### config.mk
export PLATFORM = sky130hd
export DESIGN_NAME = tlpt_ram
export DESIGN_NICKNAME = d
export VERILOG_FILES = /design/src/rtl/tlpt_ram.sv
export SDC_FILE = /design/constraint.sdc
export NUM_CORES = 1
export LEC_CHECK = 0
export CAP_MARGIN = 0
export CELL_PAD_IN_SITES_DETAIL_PLACEMENT = 1
export CELL_PAD_IN_SITES_GLOBAL_PLACEMENT = 1
export CORE_ASPECT_RATIO = 1.5
export CORE_UTILIZATION = 43
export CTS_BUF_LIST = sky130_fd_sc_hd__clkbuf_4 sky130_fd_sc_hd__clkbuf_8
export CTS_CLUSTER_DIAMETER = 80
export DETAILED_ROUTE_END_ITERATION = 10
export DONT_BUFFER_PORTS = 1
export PLACE_DENSITY = 0.66
export SLEW_MARGIN = 40
export SYNTH_ARGS = -nofsm -noshare
export SYNTH_HDL_FRONTEND = slang
export SYNTH_SLANG_ARGS = --single-unit
### constraint.sdc
create_clock -name clk -period 3.97 [get_ports clk]
set_clock_uncertainty 0.15 [all_clocks]
set_input_delay 0.397 -clock clk [delete_from_list [all_inputs] [get_ports clk]]
set_output_delay 0.397 -clock clk [all_outputs]
set_load 0.01 [all_outputs]
### src/rtl/tlpt_ram.sv
module tlpt_ram #(
	parameter int WIDTH = 8,
	parameter int DEPTH = 16
) (
	input  logic                     clk,
	input  logic                     we,
	input  logic [$clog2(DEPTH)-1:0] waddr,
	input  logic [WIDTH-1:0]         wdata,
	input  logic [$clog2(DEPTH)-1:0] raddr,
	output logic [WIDTH-1:0]         rdata
);

	logic [WIDTH-1:0] mem [DEPTH];

	always_ff @(posedge clk) begin
		if (we)
			mem[waddr] <= wdata;
		rdata <= mem[raddr];
	end

endmodule

==> summary.txt <==
Outcome
  • Status: completed

Clock tree
  • Number of buffers inserted by post-CTS setup repair: 0
  • Clock tree from TritonCTS: yes
  • Sinks on the clock net: roughly 140
  • Max H-tree Level: 4
  • Clk Latency, worst-skew pair: 0.44 ns
  • Number of CTS-inserted buffers: 17
  • Number of buffers on the longest clock path: 2
  • Root Buffer Master: clkbuf_8
  • Clock transition at the registers of the reported paths: approximately 0.080 ns

Global route
  • Global route total overflow: 0
  • Antenna violations before repair: 0
  • Via count of the first global-routing pass: approximately 2.4k
  • GRT Overall Usage: 0.1746
  • Global-route wire length before repair: approximately 14000 microns
  • Largest net degree at the start of global routing: 33

Logic synthesis
  • Count of state elements after synthesis: roughly 140
  • Synth warnings: 0
  • Post-synthesis instance total: ~230
  • Syn avg cell area: ~22 sq um
  • Number of nets in the synthesized netlist: between 200 and 250
  • Count of cell types in the netlist: 19
  • Part of the Yosys area used for sequential elements: 0.7778
  • Combined area of all synthesized cells: 5147 sq um

Critical path
  • Required time of the worst setup path: approximately 4.2 ns
  • Critical Path End Type: flop
  • Kind of start point of the critical path: flop
  • Crit Path Max Fanout: 1
  • Worst setup path category: reg -> reg
  • CP arrival: about 1.8 ns
  • Worst reg2reg startpoint: mem[1][3]
  • Critical path launch point: mem[1][3]

Final layout
  • Antenna cells: 0
  • Share of the core filled with cells: 0.4981
  • Share of layout cells above drive strength 1: 0.2069
  • Area of the multi-input gates: 1070 sq um
  • Leading cell types in the layout, fill and taps excluded: edfxtp_1 (128), mux4_2 (18), clkbuf_8 (17)
  • Synth-to-Final Area Change: 12.15%
  • Area used by sequential logic in the layout: between 4000 and 5000 sq um
  • Number of nets in the layout: around 270
  • Fillcell total: approximately 1.0k
  • Leading cell type in the layout, fill and taps excluded: edfxtp_1

Power and ir drop
  • Sum of internal, switching and leakage power: just under 3000 uW
  • Switching power: between 500 and 600 uW
  • Worst VDD drop: approximately 0.33 mV
  • Clock network fraction of total power: 0.407
  • Leak pwr: about 0.0019 uW
  • Cell internal power dissipation: around 2300 uW
  • Power share of the sequential group: 0.554
  • Fraction of power consumed by combinational cells: 0.039
  • Total power density per cell area: approximately 500 nW/um^2
  • Switching share of power: 0.2024

Placed design
  • Worst slack after detailed placement: between 1.5 and 2 ns
  • RePlAce Congestion: ~0.76
  • IO Port Bufs: 0
  • Post-DP HPWL: between 6000 and 7000 microns

Floorplan
  • Y dimension of the die: ~140 microns
  • Die area: 12420 sq um
  • Core area: 11590 sq um
  • Placement row count: 48
  • Effective utilization at floorplan: 0.4441
  • Width of the die: ~91 microns
  • Number of ports placed on the die boundary: 26

Timing
  • Final sum of negative setup slack: 0 ns
  • Number of failing hold endpoints at the final stage: 0
  • Post-route worst setup slack: approximately 2.4 ns
  • Hold Slack: 0.07139 ns
  • Slew at the pin with the worst max-slew slack: 0.8093 ns
  • Final critical path time including I/O delays and setup: between 1.5 and 2 ns
  • Final period utilization: 0.4017
  • Unrepaired setup endpoints after global routing: no
  • Number of pins with negative max-slew slack in the final report: 0
  • Max-slew headroom: 0.4585
  • Max Clk Rate: around 630 MHz
  • Setup Viol. Count Final: 0

Routing
  • Iteration count of the initial detailed-routing pass: 4
  • Number of routed nets with antenna violations: 0
  • First DRT Iteration DRCs: between 150 and 200
  • DRC Markers: 0
  • Final Routed Wirelength: between 10000 and 15000 microns
  • Via-to-Cell Ratio: about 5.7
  • Number of vias after detailed routing: roughly 2.3k
  • WL/cell: 24.43 microns

Worst hold path
  • Start point of the worst min-delay path: waddr[0]
  • Kind of path behind the tightest hold check: in -> reg

Run
  • Max Cap Viol: 0
## cells by family after synthesis
kind of cell	count (synthesis)	share of synthesized area
DFF	136	0.7778
buffers and inverters	10	0.01677
AOI/OAI and AO/OA	16	0.02334
muxes	32	0.1502
and+or+nand+nor	35	0.03184
## power by group through the flow
stage	Combinational, uW	Sequential [uW]	Clock (uW)
after CTS	116	1620	1210
after global routing	121	1620	1250
after detailed placement	88.8	1650	0
after floorplan	81.5	1650	0
final	114	1620	1190
after global placement	87.7	1650	0
## synth_stat cells
cell	count	area, sq um
a22oi_1	16	120.1
and2_1	1	6.260
and2b_1	1	7.510
buf_2	3	15.01
buf_4	1	7.510
buf_6	3	33.78
clkdlybuf4s25_2	3	30.03
dfxtp_1	8	160.2
edfxtp_1	128	3844
mux4_1	14	367.9
mux4_2	18	405.4
nand2_1	9	33.78
nand2b_1	2	12.51
nand3_1	1	5.000
nand3b_1	2	15.01
nor2_1	13	48.80
nor2b_1	1	6.260
nor3_1	4	20.02
or3b_2	1	8.760
## per-stage QoR
step           area, sq um  instances
2_1_floorplan         5147        229
3_3_place_gp          5264        371
3_5_place_dp          5274        371
4_1_cts               5771        411
5_1_grt               5773        411
6_report              5773        411
## timing repair
item                                   CTS  global route
hold buffers                             8             0
endpoints found under the hold margin  128             0
gates resized for setup                  0             0
## sequential cells by signal (all words and copies together), names as in the netlist
name / cells
mem: 128
rdata: 8
## final cells by class
type,instances,share of cell area
flip-flops and latches,136,0.6935
multi-input cells,83,0.1853
clock buffers,17,0.04053
well taps,150,0.03251
clock inverters,15,0.03164
repair buffers,10,0.01647
## final timing paths
kind,slack (ns),end,cells past startpoint
worst min register to register,0.53,rdata[3],3
worst min-delay path,0.07,mem[0][1],1
worst max register to register,2.38,rdata[3],3
worst max-delay path,2.38,rdata[3],3
## metal layers
metal  vias up  GRT usage  wire, microns
met5         -          0              0
met4         0    0.08113            250
met3        17    0.05928            631
met2        81     0.2938           5343
met1      1223     0.2020           3814
li1       1005          -              -
## critical path, stage by stage (launching register included)
cell and delay, ns:
edfxtp_1 0.40, mux4_1 0.56, a22oi_1 0.29, nand2_1 0.08
(Power assumes the default switching activity.)
